### src/rtl/hssq_pkg.sv
// ----------------------------------------------------------------------------
// Half-step stepper sequencer package
// Shared widths, register indexes, sequencer states, divider interface types
// and the eight-phase coil table.
// ----------------------------------------------------------------------------
package hssq_pkg;

   localparam int DIV_W    = 16;
   localparam int POS_W    = 16;
   localparam int RPM_W    = 10;
   localparam int COIL_W   = 4;
   localparam int PHASE_W  = 3;
   localparam int CNT_W    = 4;

   localparam logic [DIV_W-1:0] MS_PER_MINUTE = 16'd60000;
   localparam logic [POS_W-1:0] SPR_RESET     = 16'd4096;
   localparam logic [DIV_W-1:0] ELAPSED_MAX   = 16'hFFFF;

   localparam logic REG_STEPS_PER_REV = 1'b0;
   localparam logic REG_SPEED_RPM     = 1'b1;

   localparam logic KIND_MOVE = 1'b0;
   localparam logic KIND_TICK = 1'b1;

   typedef enum logic [1:0] {
      ST_IDLE,
      ST_DIV_SPR,
      ST_DIV_RPM
   } seq_state_type;

   typedef struct packed {
      logic             start;
      logic [DIV_W-1:0] dividend;
      logic [DIV_W-1:0] divisor;
   } div_req_type;

   typedef struct packed {
      logic             busy;
      logic             done;
      logic [DIV_W-1:0] quotient;
   } div_stat_type;

   function automatic logic [COIL_W-1:0] coil_of(input logic [PHASE_W-1:0] phase);
      logic [COIL_W-1:0] pat;
      case (phase)
         3'd0: pat = 4'h1;
         3'd1: pat = 4'h3;
         3'd2: pat = 4'h2;
         3'd3: pat = 4'h6;
         3'd4: pat = 4'h4;
         3'd5: pat = 4'hC;
         3'd6: pat = 4'h8;
         3'd7: pat = 4'h9;
         default: pat = 4'h0;
      endcase
      return pat;
   endfunction

endpackage

### src/rtl/hssq_div.sv
// ----------------------------------------------------------------------------
// Half-step stepper sequencer divider
// Restoring divider, one quotient bit per cycle, used for both divisions of
// the step delay.
// ----------------------------------------------------------------------------
module hssq_div
   import hssq_pkg::*;
(
   input  logic         clock,
   input  logic         reset,
   input  div_req_type  req,
   output div_stat_type stat
);

   logic                busy_ff, busy_in;
   logic                done_ff, done_in;
   logic [CNT_W-1:0]    count_ff, count_in;
   logic [DIV_W-1:0]    rem_ff, rem_in;
   logic [DIV_W-1:0]    quo_ff, quo_in;
   logic [DIV_W-1:0]    divisor_ff, divisor_in;
   logic [DIV_W:0]      shifted;
   logic                fits;

   assign shifted = {rem_ff, quo_ff[DIV_W-1]};
   assign fits    = shifted >= {1'b0, divisor_ff};

   always_comb begin
      busy_in    = busy_ff;
      done_in    = 1'b0;
      count_in   = count_ff;
      rem_in     = rem_ff;
      quo_in     = quo_ff;
      divisor_in = divisor_ff;
      if (req.start) begin
         busy_in    = 1'b1;
         count_in   = '0;
         rem_in     = '0;
         quo_in     = req.dividend;
         divisor_in = req.divisor;
      end else if (busy_ff) begin
         if (fits) begin
            rem_in = DIV_W'(shifted - {1'b0, divisor_ff});
         end else begin
            rem_in = shifted[DIV_W-1:0];
         end
         quo_in   = {quo_ff[DIV_W-2:0], fits};
         count_in = CNT_W'(count_ff + 1'b1);
         if (count_ff == {CNT_W{1'b1}}) begin
            busy_in = 1'b0;
            done_in = 1'b1;
         end
      end
   end

   always_ff @(posedge clock) begin
      if (reset) begin
         busy_ff  <= 1'b0;
         done_ff  <= 1'b0;
         count_ff <= '0;
      end else begin
         busy_ff  <= busy_in;
         done_ff  <= done_in;
         count_ff <= count_in;
      end
      rem_ff     <= rem_in;
      quo_ff     <= quo_in;
      divisor_ff <= divisor_in;
   end

   assign stat.busy     = busy_ff;
   assign stat.done     = done_ff;
   assign stat.quotient = quo_ff;

endmodule

### src/rtl/half_step_stepper_sequencer_unit.sv
// ----------------------------------------------------------------------------
// Half-step stepper sequencer
// Eight-phase half-step driver for a four-coil unipolar stepper, with the
// step delay worked out by a shared iterative divider after each register
// write.
// ----------------------------------------------------------------------------
//  Channel   Direction  Contents
//  req_*     in         tuser: kind; tdata: move_steps
//  rsp_*     out        tdata: coil_pattern, position, busy_res, stepped
//  csr_*     in/out     steps_per_rev at 0x0, speed_rpm at 0x4
//
// A request is taken and its result is registered at the same clock edge;
// one request per cycle is taken while the result side keeps up and no
// delay calculation runs. A register write starts two divisions in turn in
// the shared divider; the request side is held off until the delay is stored.
// Reset is synchronous and restores the register and state values.
// A stalled result holds and blocks the next request until it is taken.
// ----------------------------------------------------------------------------
module half_step_stepper_sequencer_unit
   import hssq_pkg::*;
(
   input  logic        clock,
   input  logic        reset,
   input  logic        req_tvalid,
   output logic        req_tready,
   input  logic [15:0] req_tdata,   // move_steps[15:0]
   input  logic        req_tuser,   // kind
   output logic        rsp_tvalid,
   input  logic        rsp_tready,
   output logic [23:0] rsp_tdata,   // coil_pattern[3:0], position[19:4],
                                    // busy_res[20], stepped[21], zero[23:22]
   input  logic        csr_psel,
   input  logic        csr_penable,
   input  logic        csr_pwrite,
   input  logic [2:0]  csr_paddr,
   input  logic [31:0] csr_pwdata,
   output logic [31:0] csr_prdata,
   output logic        csr_pready
);

   seq_state_type       state_ff, state_in;
   logic [POS_W-1:0]    spr_ff, spr_in;
   logic [RPM_W-1:0]    rpm_ff, rpm_in;
   logic [DIV_W-1:0]    delay_ff, delay_in;
   logic [POS_W-1:0]    pos_ff, pos_in;
   logic                fwd_ff, fwd_in;
   logic [POS_W-1:0]    remain_ff, remain_in;
   logic [DIV_W-1:0]    elapsed_ff, elapsed_in;
   logic [COIL_W-1:0]   coil_ff, coil_in;
   logic                rsp_valid_ff, rsp_valid_in;
   logic [23:0]         rsp_data_ff, rsp_data_in;

   logic                cfg_write;
   logic                req_fire;
   logic                halted;
   logic                step_taken;
   logic [DIV_W-1:0]    elapsed_inc;
   div_req_type         div_req;
   div_stat_type        div_stat;

   assign csr_pready = 1'b1;
   assign cfg_write  = csr_psel & csr_penable & csr_pwrite & csr_pready;
   assign csr_prdata = (csr_paddr[2] == REG_SPEED_RPM) ? {22'd0, rpm_ff} : {16'd0, spr_ff};

   always_comb begin
      spr_in = spr_ff;
      rpm_in = rpm_ff;
      if (cfg_write) begin
         if (csr_paddr[2] == REG_STEPS_PER_REV) begin
            spr_in = csr_pwdata[POS_W-1:0];
         end else begin
            rpm_in = csr_pwdata[RPM_W-1:0];
         end
      end
   end

   hssq_div u_div (
      .clock (clock),
      .reset (reset),
      .req   (div_req),
      .stat  (div_stat)
   );

   // Sequencer: next state
   always_comb begin
      state_in = state_ff;
      if (cfg_write) begin
         state_in = ST_DIV_SPR;
      end else begin
         case (state_ff)
            ST_IDLE:    state_in = ST_IDLE;
            ST_DIV_SPR: if (div_stat.done) state_in = ST_DIV_RPM;
            ST_DIV_RPM: if (div_stat.done) state_in = ST_IDLE;
            default:    state_in = ST_IDLE;
         endcase
      end
   end

   // Sequencer: outputs
   always_comb begin
      div_req.start    = 1'b0;
      div_req.dividend = MS_PER_MINUTE;
      div_req.divisor  = spr_in;
      delay_in         = delay_ff;
      if (cfg_write) begin
         div_req.start = 1'b1;
      end else begin
         case (state_ff)
            ST_IDLE: begin
            end
            ST_DIV_SPR: begin
               div_req.start    = div_stat.done;
               div_req.dividend = div_stat.quotient;
               div_req.divisor  = {{(DIV_W-RPM_W){1'b0}}, rpm_ff};
            end
            ST_DIV_RPM: begin
               if (div_stat.done) begin
                  delay_in = div_stat.quotient;
               end
            end
            default: begin
            end
         endcase
      end
   end

   assign req_tready = (state_ff == ST_IDLE) && (!rsp_valid_ff || rsp_tready);
   assign req_fire   = req_tvalid & req_tready;
   assign rsp_tvalid = rsp_valid_ff;
   assign rsp_tdata  = rsp_data_ff;

   assign halted      = (rpm_ff == '0) || (spr_ff == '0);
   assign elapsed_inc = (elapsed_ff == ELAPSED_MAX) ? elapsed_ff : DIV_W'(elapsed_ff + 1'b1);
   assign step_taken  = req_fire && (req_tuser == KIND_TICK) && (remain_ff != '0)
                        && !halted && (elapsed_inc >= delay_ff);

   always_comb begin
      pos_in       = pos_ff;
      fwd_in       = fwd_ff;
      remain_in    = remain_ff;
      elapsed_in   = elapsed_ff;
      coil_in      = coil_ff;
      rsp_valid_in = rsp_valid_ff & ~rsp_tready;
      rsp_data_in  = rsp_data_ff;
      if (req_fire) begin
         if (req_tuser == KIND_MOVE) begin
            if (req_tdata[15]) begin
               fwd_in    = 1'b0;
               remain_in = POS_W'(~req_tdata + 1'b1);
            end else begin
               if (req_tdata != '0) begin
                  fwd_in = 1'b1;
               end
               remain_in = req_tdata;
            end
         end else begin
            elapsed_in = elapsed_inc;
            if (step_taken) begin
               if (fwd_ff) begin
                  if (({1'b0, pos_ff} + 17'd1) >= {1'b0, spr_ff}) begin
                     pos_in = '0;
                  end else begin
                     pos_in = POS_W'(pos_ff + 1'b1);
                  end
               end else begin
                  if ((pos_ff == '0) || (pos_ff >= spr_ff)) begin
                     pos_in = POS_W'(spr_ff - 1'b1);
                  end else begin
                     pos_in = POS_W'(pos_ff - 1'b1);
                  end
               end
               remain_in  = POS_W'(remain_ff - 1'b1);
               coil_in    = coil_of(pos_in[PHASE_W-1:0]);
               elapsed_in = '0;
            end
         end
         rsp_valid_in = 1'b1;
         rsp_data_in  = {2'b00, step_taken, (remain_in != '0), pos_in, coil_in};
      end
   end

   always_ff @(posedge clock) begin
      if (reset) begin
         state_ff     <= ST_IDLE;
         spr_ff       <= SPR_RESET;
         rpm_ff       <= '0;
         delay_ff     <= '0;
         pos_ff       <= '0;
         fwd_ff       <= 1'b0;
         remain_ff    <= '0;
         elapsed_ff   <= '0;
         coil_ff      <= '0;
         rsp_valid_ff <= 1'b0;
      end else begin
         state_ff     <= state_in;
         spr_ff       <= spr_in;
         rpm_ff       <= rpm_in;
         delay_ff     <= delay_in;
         pos_ff       <= pos_in;
         fwd_ff       <= fwd_in;
         remain_ff    <= remain_in;
         elapsed_ff   <= elapsed_in;
         coil_ff      <= coil_in;
         rsp_valid_ff <= rsp_valid_in;
      end
      rsp_data_ff <= rsp_data_in;
   end

   a_div_not_idle: assert property (@(posedge clock) disable iff (reset)
      div_stat.busy |-> (state_ff != ST_IDLE))
      else $error("divider running while the sequencer is idle");

   a_write_restarts: assert property (@(posedge clock) disable iff (reset)
      cfg_write |=> (state_ff == ST_DIV_SPR) && div_stat.busy)
      else $error("register write did not restart the delay calculation");

   a_move_no_step: assert property (@(posedge clock) disable iff (reset)
      (req_fire && (req_tuser == KIND_MOVE)) |=> !rsp_data_ff[21])
      else $error("a move request reported a step");

   a_step_counts_down: assert property (@(posedge clock) disable iff (reset)
      step_taken |=> (remain_ff == POS_W'($past(remain_ff) - 1'b1)) && (elapsed_ff == '0))
      else $error("a step did not consume one remaining step");

endmodule
### config.mk
export PLATFORM = sky130hd
export DESIGN_NAME = half_step_stepper_sequencer_unit
export DESIGN_NICKNAME = d
export VERILOG_FILES = /design/src/rtl/hssq_pkg.sv /design/src/rtl/hssq_div.sv /design/src/rtl/half_step_stepper_sequencer_unit.sv
export SDC_FILE = /design/constraint.sdc
export NUM_CORES = 1
export LEC_CHECK = 0
export BUFFER_PORTS_ARGS = -buffer_cell sky130_fd_sc_hd__buf_4
export CORE_MARGIN = 2
export CORE_UTILIZATION = 30
export DETAILED_ROUTE_END_ITERATION = 7
export PLACE_DENSITY = 0.55
export SYNTH_ARGS = -nofsm -noshare
export SYNTH_HDL_FRONTEND = slang
export SYNTH_HIERARCHICAL = 1
export SYNTH_SLANG_ARGS = --single-unit
### constraint.sdc
create_clock -name clock -period 5 [get_ports clock]
set_input_delay 0.75 -clock clock [delete_from_list [all_inputs] [get_ports clock]]
set_output_delay 0.75 -clock clock [all_outputs]
set_load 0.005 [all_outputs]
==> results.txt, run 1 <==
STA puts the critical path data required time at approximately 5.2 ns. The source-to-sink clock delay at the later pin of the worst-skew pair is about 0.45 ns. The count of antenna diodes in the layout is 0.

The number of port buffers is 80. The post-route clock period utilization is a little over nine tenths. The worst slack on hold paths is 0.463 ns.

The run finished with clean final reports. The number of hold violations in the final report came out at 0. The global routing usage summed across all routing layers is between 10% and 20%. The transition time of the tightest slew-check pin is between 1 and 1.5 ns.

The first-pass GRT wire length is about 52,000 um. The area growth from synthesis to layout is 14.1%. The cell count of the worst reg-to-reg path is 17. For this run, the detailed router's first-pass iteration total came to 4.

After global routing the overflow that remains totals 0. TritonCTS built the clock tree. After detailed routing, the number of remaining DRC violations is 0. The number of global-route vias before repair was between 9,000 and 10,000. Along the worst hold path, the cell count comes to 2. The synthesized area per cell came out at slightly above 8 um2. The clock tree skew after final layout came out at between 0.01 and 0.015 ns. The pin count of the biggest net entering global routing came out at 85. The count of H-tree levels built during CTS is 4. The number of fill cells came out at 3,953. The total number of nets in the final design came out at 1,574. The number of cell rows came out at roughly 70. The final critical-path required period came out at 4.73 ns. The core footprint is 37,800 um2. Yosys printed 6 warnings. After detailed routing, the total wire length is 32,100 um. Based on the critical path, the design can be clocked at up to between 200 and 250 MHz. The worst relative slew slack is between 30% and 40%. The number of standard cells after synthesis is 1,403. After detailed routing, the average wire length per cell comes to ~16 um. The area of the die is ~40,000 um2. The clock passes through at most 2 buffers.

The initial antenna violation count came to 0. The fraction of final layout cells with drive strength greater than 1 is between 10% and 20%. The number of antenna-violating nets in the routed design came out at 0. The tree is rooted in a sky130_fd_sc_hd__clkbuf_16. The endpoint kind of the worst setup timing path is a register. The weighted congestion at the end of routability-driven global placement came out at about 0.9.

The clock slew at the register clock pins of the worst setup and hold paths came out at ~0.08 ns. The tightest min-delay check is of the register to register type. Setup repair after global routing left no endpoint under its margin. In this run, CTS created clock tree buffers numbering 17. The violation count after the first detailed-route iteration is between 600 and 700. The data arrival time of the critical path came out at around 5 ns. During I/O placement, the number of pins put on the boundary was roughly 120. The cell area that synthesis handed to floorplanning was 11,600 um2. The clock sink total is 174. Dividing the detail-routed via count by the number of cells gives 5.15. The initial standard-cell utilization of the core came out at 30.6%.

From bottom edge to top edge, the die measures 200 um. The number of max-cap violations came out at 0. The worst setup path is launched from a register. The HPWL after detailed placement came out at about 23,000 um. The final-layout setup total negative slack came out at 0 ns.

The final number of max-transition violations came out at 0. The leakage component of the power is around 0.0052 uW. The power per standard cell area came out at around 340 nW/um2. The width of the chip came out at between 200 and 250 um. The largest fanout on the critical path is 17.

The type of the worst setup path is register to register. The overall via count from detail_route is slightly above 10,000. The maximum vdd drop came out at 0.245 mV. Setup violations remaining at the end of the flow were counted as 0.
[where the power goes]
| part | internal (uW) | switching, uW | leakage (uW) |
|---|---|---|---|
| Sequential | 1570 | 93.4 | 0.00149 |
| Combinational | 562 | 799 | 0.00344 |
| Clock | 726 | 688 | 0.000303 |
[per-stage QoR]
step	cell area [um2]	instances	total power [uW]	setup slack, ns	utilization [%]
floorplan	11600	1420	2710	0.698	-
finish	13200	1967	4440	0.267	34.9
CTS	13200	1967	4470	0.229	34.9
global placement	12600	1935	3030	0.262	33.2
detailed placement	12600	1935	3040	0.277	33.2
global route	13200	1967	4700	0.00237	34.9
[layer usage]
metal / part of all wire (%) / GRT usage [%] / vias up
met4: 1.5 / 4.05 / 0
met3: 4.2 / 2.61 / 33
met2: 44 / 25.1 / 221
li1: - / - / 5096
met5: 0 / 0 / -
met1: 50 / 22.4 / 4772
[cells in the final DEF (no fill, tap or decap), types with 13 or more instances in the layout]
cell                        count
sky130_fd_sc_hd__ha_1          71
sky130_fd_sc_hd__clkbuf_16     17
sky130_fd_sc_hd__nor2_1       133
sky130_fd_sc_hd__a21oi_1       95
sky130_fd_sc_hd__nand2b_1      20
sky130_fd_sc_hd__a211oi_1      13
sky130_fd_sc_hd__and3_1        22
sky130_fd_sc_hd__mux2_2        20
sky130_fd_sc_hd__mux2i_1       27
sky130_fd_sc_hd__edfxtp_1      54
sky130_fd_sc_hd__buf_4        105
sky130_fd_sc_hd__o211ai_1      14
sky130_fd_sc_hd__xor2_1        17
sky130_fd_sc_hd__conb_1        19
sky130_fd_sc_hd__nand3_1       49
sky130_fd_sc_hd__dfxtp_1      120
sky130_fd_sc_hd__nand4_1       16
sky130_fd_sc_hd__o21ai_0       65
sky130_fd_sc_hd__inv_1         74
sky130_fd_sc_hd__and2_1        15
sky130_fd_sc_hd__nand2_1      160
sky130_fd_sc_hd__xnor2_1       54
sky130_fd_sc_hd__nor3_1        31
sky130_fd_sc_hd__nor4_1        15
sky130_fd_sc_hd__a31oi_1       17
sky130_fd_sc_hd__or3_1         14
[worst max-delay path, cell delays in order, from the launching register on]
cell and delay [ns]:
sky130_fd_sc_hd__dfxtp_1 0.44, sky130_fd_sc_hd__and4_1 0.30, sky130_fd_sc_hd__nand4_1 0.13, sky130_fd_sc_hd__buf_4 0.17, sky130_fd_sc_hd__or4_1 0.52, sky130_fd_sc_hd__nand2b_1 0.19
sky130_fd_sc_hd__nor2_1 0.10, sky130_fd_sc_hd__xor2_1 0.16, sky130_fd_sc_hd__ha_1 0.29, sky130_fd_sc_hd__o211ai_1 0.08, sky130_fd_sc_hd__nor3_1 0.28, sky130_fd_sc_hd__a211oi_2 0.15
sky130_fd_sc_hd__or4_4 0.57, sky130_fd_sc_hd__inv_2 0.26, sky130_fd_sc_hd__nand3_2 0.12, sky130_fd_sc_hd__xnor2_1 0.17, sky130_fd_sc_hd__a2111oi_2 0.40, sky130_fd_sc_hd__nand4_1 0.14
[worst paths after layout]
| path | startpoint | to | slack [ns] |
|---|---|---|---|
| hold / removal | delay_ff[12] | delay_ff[12] | 0.46 |
| setup reg to reg | elapsed_ff[4] | rsp_tdata[20] | 0.27 |
| setup / recovery | elapsed_ff[4] | rsp_tdata[20] | 0.27 |
| hold reg to reg | delay_ff[12] | delay_ff[12] | 0.46 |
[sequential cells by signal (all words and copies together) (netlist names)]
name / cells
delay_ff: 16
u_div/rem_ff: 16
u_div/quo_ff: 16
rsp_tvalid: 1
spr_ff: 16
state_ff: 2
remain_ff: 16
rpm_ff: 10
u_div/divisor_ff: 16
rsp_tdata: 22
elapsed_ff: 16
u_div/busy_ff: 1
u_div/count_ff: 4
fwd_ff: 1
pos_ff: 16
coil_ff: 4
u_div/done_ff: 1
[timing repair]
| item | in CTS | in global routing |
|---|---|---|
| hold buffers | 0 | 0 |
| buffers inserted | 0 | 0 |
| endpoints found under the setup margin | 0 | 16 |
| gates resized for setup | 0 | 2 |
[layout make-up]
| type | instances | area [um2] | area share, % |
|---|---|---|---|
| timing repair buffer | 105 | 788 | 5.97 |
| clock inverter | 15 | 195 | 1.48 |
| clock buffer | 17 | 425 | 3.22 |
| sequential | 174 | 4020 | 30.5 |
| multi-input combinational | 1069 | 6840 | 51.8 |
| tap | 511 | 639 | 4.84 |
| inverter | 76 | 285 | 2.16 |
(Power assumes the default switching activity.)
==> inputs of run 2 (changes only) <==
--- a/config.mk
+++ b/config.mk
@@ -5,6 +5,7 @@
 export SDC_FILE = /design/constraint.sdc
 export NUM_CORES = 1
 export LEC_CHECK = 0
+export ABC_AREA = 1
 export BUFFER_PORTS_ARGS = -buffer_cell sky130_fd_sc_hd__buf_4
 export CORE_MARGIN = 2
 export CORE_UTILIZATION = 30
==> results.txt, run 2 <==
The library cell used most frequently in the layout, excluding fill and tap cells, is sky130_fd_sc_hd__nand2_1. The first-pass GRT wire length is between 50,000 and 60,000 um. The number of DRC violations after detailed routing is 0. The cell that appears most often on the critical path is sky130_fd_sc_hd__nand3_1. The setup-violating endpoint count in the final report came out at 0. The internal power of the cells came out at about 3000 uW. For the worst-skew pair, the clock arrives at the later sink with an insertion delay of between 0.4 and 0.5 ns. The flow ran to the end, and the final reports show no timing, DRC or antenna violations.

The least setup slack across all paths after layout is 0.916 ns. The total detailed-routing wirelength came out at approximately 35,000 um. The portion of total power attributed to the clock network came out at 30.2%. The number of fill cells came out at 4,394. The maximum vdd drop is 0.253 mV. The number of flip-flops under the largest register name came out at 22. Data on the critical path is required at its endpoint by between 5 and 6 ns. The final number of max-transition violations is 0.

The post-route clock period utilization came out at slightly above 80%. The final-layout setup total negative slack is 0 ns. TritonCTS built the clock tree.

The violation count after the first detailed-route iteration came out at slightly below 700. The count of TritonRoute iterations in the first routing pass is 4. After detailed routing, the number of vias per cell comes to ~4.7. The initial antenna violation count is 0. The clock slew at the register clock pins of the worst setup and hold paths came out at roughly 0.070 ns. The critical path goes through inv_1 -> nor3_1 -> nand3_1 -> nor2_1 -> nand3_1 -> nor4_1 -> nor2_1 -> ha_1 -> nand2_1 -> inv_1 -> nand3_1 -> nor3_1 -> nand3_1 -> nand3_1 -> nand2_2 -> inv_2 -> buf_4 -> nand3_2 -> inv_1 -> nand2_1 -> nand3_1 -> nand2_1 -> inv_1.

The worst-case setup slack after placement is about 0.9 ns. The largest fanout on the critical path is 20. The maximum clock insertion buffer count is 2. The number of port buffers is 80. For the worst setup path, the data arrival time is around 4.5 ns. The initial standard-cell utilization of the core came out at 30.3%. The overall via count from detail_route is 11,700. The number of buffers and inverters on the critical path is 6. The number of warnings reported in the yosys synthesis log came out at 6. The clock tree skew after final layout is between 0.01 and 0.015 ns. The cell count after synthesis came out at ~1,900. From bottom edge to top edge, the die measures ~210 um. The number of global-route vias before repair is approximately 11,000.

After the last flow step, the layout net total stands at just over 2,000. The transition time of the tightest slew-check pin is 1.18 ns. The I/O pin count is 118. The number of hold buffers added after cts is 0. The library cells used most frequently in the layout, excluding fill and tap cells, are sky130_fd_sc_hd__nand2_1, sky130_fd_sc_hd__inv_1, sky130_fd_sc_hd__nor2_1. The count of antenna diodes in the layout is 0.

After the flow finishes, the layout carries non-filler instances totaling around 2,500. The part of the total power dissipated in sequential elements came out at about a third. The count of H-tree levels built during CTS is 4. The synthesized netlist occupies a cell area of 12,300 um2. The reported net switching power is about 1800 uW. The number of buffers added by the clock tree synthesis step came out at 17. The achievable frequency is 245 MHz. Entering global routing, the biggest net connects 67 pins. On the critical path, the stage with the largest delay is an instance of sky130_fd_sc_hd__nor3_1. The post-route netlist has about a tenth of its cells at a drive strength greater than 1. The setup path with the least slack is of type register to register. The number of buffers added for setup after CTS is 0. In the final routed layout, each cell accounts on average for approximately 14 um. The HPWL after detailed placement is approximately 26,000 um.

The delay of the slowest cell on the worst path is 0.45 ns. The multi-input logic area is roughly 7000 um2. Net switching is between 30% and 40% of the power. The leakage component of the power came out at just under 0.007 uW.

The number of hold violations in the final report is 0. The worst setup path is launched from a register. The top cell family by delay on the critical path is simple AND/OR/NAND/NOR gates.

The number of max-cap violations came out at 0. The number of gates resized after cts is 0. Setup repair after global routing left no endpoint under its margin. Relative to the synthesized area, the layout overhead comes to 13.3%. The sequential cell area came out at 4020 um2. The aggregate global routing overflow is 0. The worst relative slew slack came out at a little over a fifth. The register-to-register setup slack is 0.92 ns.

The synthesized area per cell is around 6.6 um2. The number of cell rows is 74. For this run, the total global-route usage over all layers was measured as between 10% and 20%. The area of the die is about 43,000 um2. After detailed placement, the design holds a cell count of about 2,400. The weighted congestion at the end of routability-driven global placement is slightly below 0.9. The clock sink total is between 150 and 200.

The clock tree root driver cell is sky130_fd_sc_hd__clkbuf_16. The number of antenna-violating nets in the routed design came out at 0. The power share of the combinational group is 35.5%. The final critical-path required period is roughly 4 ns.

The width of the chip is 207 um. The worst setup path is captured at a register. Power spread over the standard cell area amounts to approximately 340 nW/um2. The core footprint came out at a little over 40,000 um2. The min-delay analysis places its worst path in the category register to register.
[run 2: layout make-up]
| type | count | area share [%] |
|---|---|---|
| inverters | 247 | 6.64 |
| well taps | 532 | 4.76 |
| repair buffers | 97 | 5.21 |
| multi-input cells | 1385 | 50.1 |
| clock inverters | 13 | 1.29 |
| clock buffers | 19 | 3.24 |
| flip-flops and latches | 174 | 28.8 |
[run 2: worst paths after layout]
| path | cells past startpoint | startpoint | end |
|---|---|---|---|
| max reg2reg | 23 | elapsed_ff[0] | coil_ff[0] |
| min | 2 | u_div/rem_ff[8] | u_div/rem_ff[8] |
| min reg2reg | 2 | u_div/rem_ff[8] | u_div/rem_ff[8] |
| max | 23 | elapsed_ff[0] | coil_ff[0] |
[run 2: tightest hold or removal path: stages (launching register included)]
cell and delay, ns:
sky130_fd_sc_hd__dfxtp_1 0.32, sky130_fd_sc_hd__nand2_1 0.06, sky130_fd_sc_hd__nand2_1 0.04
[run 2: per-stage QoR]
stage,power (uW),cell area (um2),hold slack (ns),util [%]
after global placement,3340,13300,0.451,32.7
after floorplan,2950,12400,0.428,-
after detailed placement,3360,13300,0.456,32.7
after CTS,4810,14000,0.469,34.3
final,4780,14000,0.465,34.3
after global routing,5110,14000,0.483,34.3
[run 2: routing by layer]
metal	up-vias	GRT usage (%)	share of wire (%)
li1	6076	-	-
met1	5343	21.5	47
met5	-	0	0
met2	227	28.0	47
met3	38	2.26	3.8
met4	0	5.14	2.1
[run 2: power by group through the flow]
| stage | sequential [uW] | combinational, uW | clock (uW) |
|---|---|---|---|
| CTS | 1640 | 1690 | 1480 |
| finish | 1640 | 1700 | 1440 |
| global route | 1650 | 1920 | 1540 |
| floorplan | 1650 | 1300 | 0 |
| detailed placement | 1670 | 1680 | 0 |
| global placement | 1670 | 1670 | 0 |
==> inputs of run 3 (changes only) <==
--- a/config.mk
+++ b/config.mk
@@ -5,7 +5,7 @@
 export SDC_FILE = /design/constraint.sdc
 export NUM_CORES = 1
 export LEC_CHECK = 0
-export ABC_AREA = 1
+export ABC_AREA = 0
 export BUFFER_PORTS_ARGS = -buffer_cell sky130_fd_sc_hd__buf_4
 export CORE_MARGIN = 2
 export CORE_UTILIZATION = 30
==> constraint.sdc (replaced) <==
create_clock -name clock -period 4 [get_ports clock]
set_input_delay 0.6 -clock clock [delete_from_list [all_inputs] [get_ports clock]]
set_output_delay 0.6 -clock clock [all_outputs]
set_load 0.005 [all_outputs]
==> results.txt, run 3 (synthesized netlist as in run 1, its figures left out) <==
The power per standard cell area is 389 nW/um2. The number of port buffers is 80. The critical path required time is approximately 4.2 ns. The min-delay analysis places its worst path in the category input port to register. Prior to clock tree synthesis, the placed netlist has a worst setup slack of -0.323 ns. The run finished, with violations left. The count of TritonRoute iterations in the first routing pass came out at 6. Counting both buffers and inverters, the worst setup path holds a total of 2. Relative to the synthesized area, the layout overhead comes to 23.7%. The worst setup path is of the register to register kind.

Cells with a size suffix above 1 make up a little over a fifth of the layout. At the end of routability-driven placement, the weighted congestion stood at 0.899. The final cell area excluding filler cells came out at ~14,000 um2. The worst setup path is captured at a register.

Counting the buffers created by CTS gives 17. Measured along the x axis, the die boundary spans 200 um. The overall via count from detail_route is ~11,000. The transition time of the tightest slew-check pin is between 1 and 1.5 ns. The aggregate global routing overflow came out at 0.

The checks that failed: negative setup slack. At the end of the flow, the number of nets in the layout was 1,676. Global routing used around 17% of the available tracks across all layers. In this run the static leakage power is 0.00589 uW.

The first-pass GRT wire length is about 54,000 um. The critical path launch point type is a register. Once placement finished, the instance area stood at between 10,000 and 15,000 um2. The total detailed-routing wirelength came out at approximately 34,000 um. The violation count after the first detailed-route iteration came out at 646.

For the final routed database, the setup TNS stands at -0.169 ns. The detailed-route wire length per cell came out at 16.4 um. The number of cell rows came out at 71. The number of flip-flops under the largest register name is 22.

The post-route clock period utilization is 104%. Once detailed placement completed, the half-perimeter wirelength came to ~25,000 um. Counting I/O delays and the setup requirement, the final critical path takes ~4.2 ns.

The number of global-route vias before repair came out at between 10,000 and 15,000. The core footprint came out at 37,800 um2. After clock tree synthesis, the clock-pin slew on the worst setup and hold paths is approximately 0.070 ns. The number of DRC violations after detailed routing is 0. The die covers 40,200 um2. STA puts the critical path data arrival time at ~4.3 ns. CTS placed an instance of sky130_fd_sc_hd__clkbuf_16 at the clock tree root. The number of antenna diodes in the final layout is 0. In this run the remaining antenna-violating nets after routing total 0. The top cell types in the final layout, fill and taps aside, are sky130_fd_sc_hd__buf_4, sky130_fd_sc_hd__nand2_1, sky130_fd_sc_hd__nor2_1. The number of hold violations in the final report is 0. Clock latency on the worst-skew pair, taken at its later pin, is around 0.45 ns. Measured along the y axis, the die boundary spans about 200 um. The initial antenna violation count is 1. The library cell used most frequently in the layout, excluding fill and tap cells, is sky130_fd_sc_hd__buf_4. Max-cap violations in this run came to 0. The final number of max-transition violations came out at 0.

The count of H-tree levels built during CTS is 4. The delay of the slowest cell on the worst path is 0.58 ns. The critical path goes through and4_4 -> nand4_1 -> or4_4 -> nand2b_4 -> nor2_4 -> xor2_1 -> ha_1 -> o211ai_1 -> nor3_2 -> a211oi_2 -> or4_4 -> buf_6 -> buf_4 -> o21ai_0 -> a31oi_4 -> nor4_1 -> nand4_1. Along the worst path, the maximum fanout reaches 7.

For this run, the top clock speed supported by timing is about 240 MHz. Between clock sinks in the finished design, the worst skew comes to ~0.016 ns. The pin count of the biggest net entering global routing is ~50.

The initial standard-cell utilization of the core is between 30% and 40%. The maximum clock insertion buffer count came out at 2. For this design, the slowest cell found on the critical path is sky130_fd_sc_hd__or4_4. Setup violations remaining at the end of the flow were counted as 2. The maximum vdd drop is approximately 0.30 mV.

The worst relative slew slack came out at slightly below 30%. The worst slack on hold paths came out at 0.420 ns. Setup repair after global routing could not meet its margin everywhere.

The least setup slack across all paths after layout came out at -0.163 ns. TritonCTS built the clock tree. The I/O pin count is about 120. Grouping stages by cell kind, the critical path spends the most delay in simple AND/OR/NAND/NOR gates. After detailed routing, the number of vias per cell comes to a little over 5. CTS saw approximately 170 sinks.
-- run 3: repair_timing --
action,in CTS,in global routing
endpoints found under the setup margin,64,68
setup buffers,5,6
pin swaps,19,14
hold buffers,0,0
gates resized for setup,35,49
-- run 3: stage by stage --
stage | std cells | util [%] | power, uW
floorplan | 1420 | - | 3390
global placement | 2028 | 35.1 | 3850
detailed placement | 2028 | 35.1 | 3870
CTS | 2063 | 37.0 | 5570
global route | 2069 | 37.8 | 5880
finish | 2069 | 37.8 | 5560
-- run 3: routing by layer --
layer | global-route usage (%) | part of all wire (%)
met5 | 0 | 0
met4 | 6.30 | 2.7
met3 | 2.19 | 3.7
met2 | 26.7 | 46
met1 | 22.9 | 48
-- run 3: worst min-delay path, stage by stage --
cell and delay (ns):
sky130_fd_sc_hd__buf_4 0.12, sky130_fd_sc_hd__nand2_1 0.05, sky130_fd_sc_hd__a21oi_1 0.05
-- run 3: final timing paths --
| path | start | to | slack, ns | cells after the start |
|---|---|---|---|---|
| min | csr_pwdata[9] | rpm_ff[9] | 0.42 | 3 |
| min reg2reg | delay_ff[9] | delay_ff[9] | 0.46 | 2 |
| max | elapsed_ff[4] | rsp_tdata[20] | -0.16 | 17 |
| max reg2reg | elapsed_ff[4] | rsp_tdata[20] | -0.16 | 17 |
-- run 3: power by group --
group          internal (uW)  switching, uW  leakage (uW)
clock network            851            822      0.000287
logic                    774           1050       0.00411
registers               1960            109       0.00150
-- run 3: final cells by class --
class | instances | area, um2
clock buffer | 18 | 439
clock inverter | 14 | 135
fill | 3949 | 23500
inverter | 76 | 288
multi-input combinational | 1069 | 7190
sequential | 174 | 4030
tap | 511 | 639
timing repair buffer | 207 | 1590
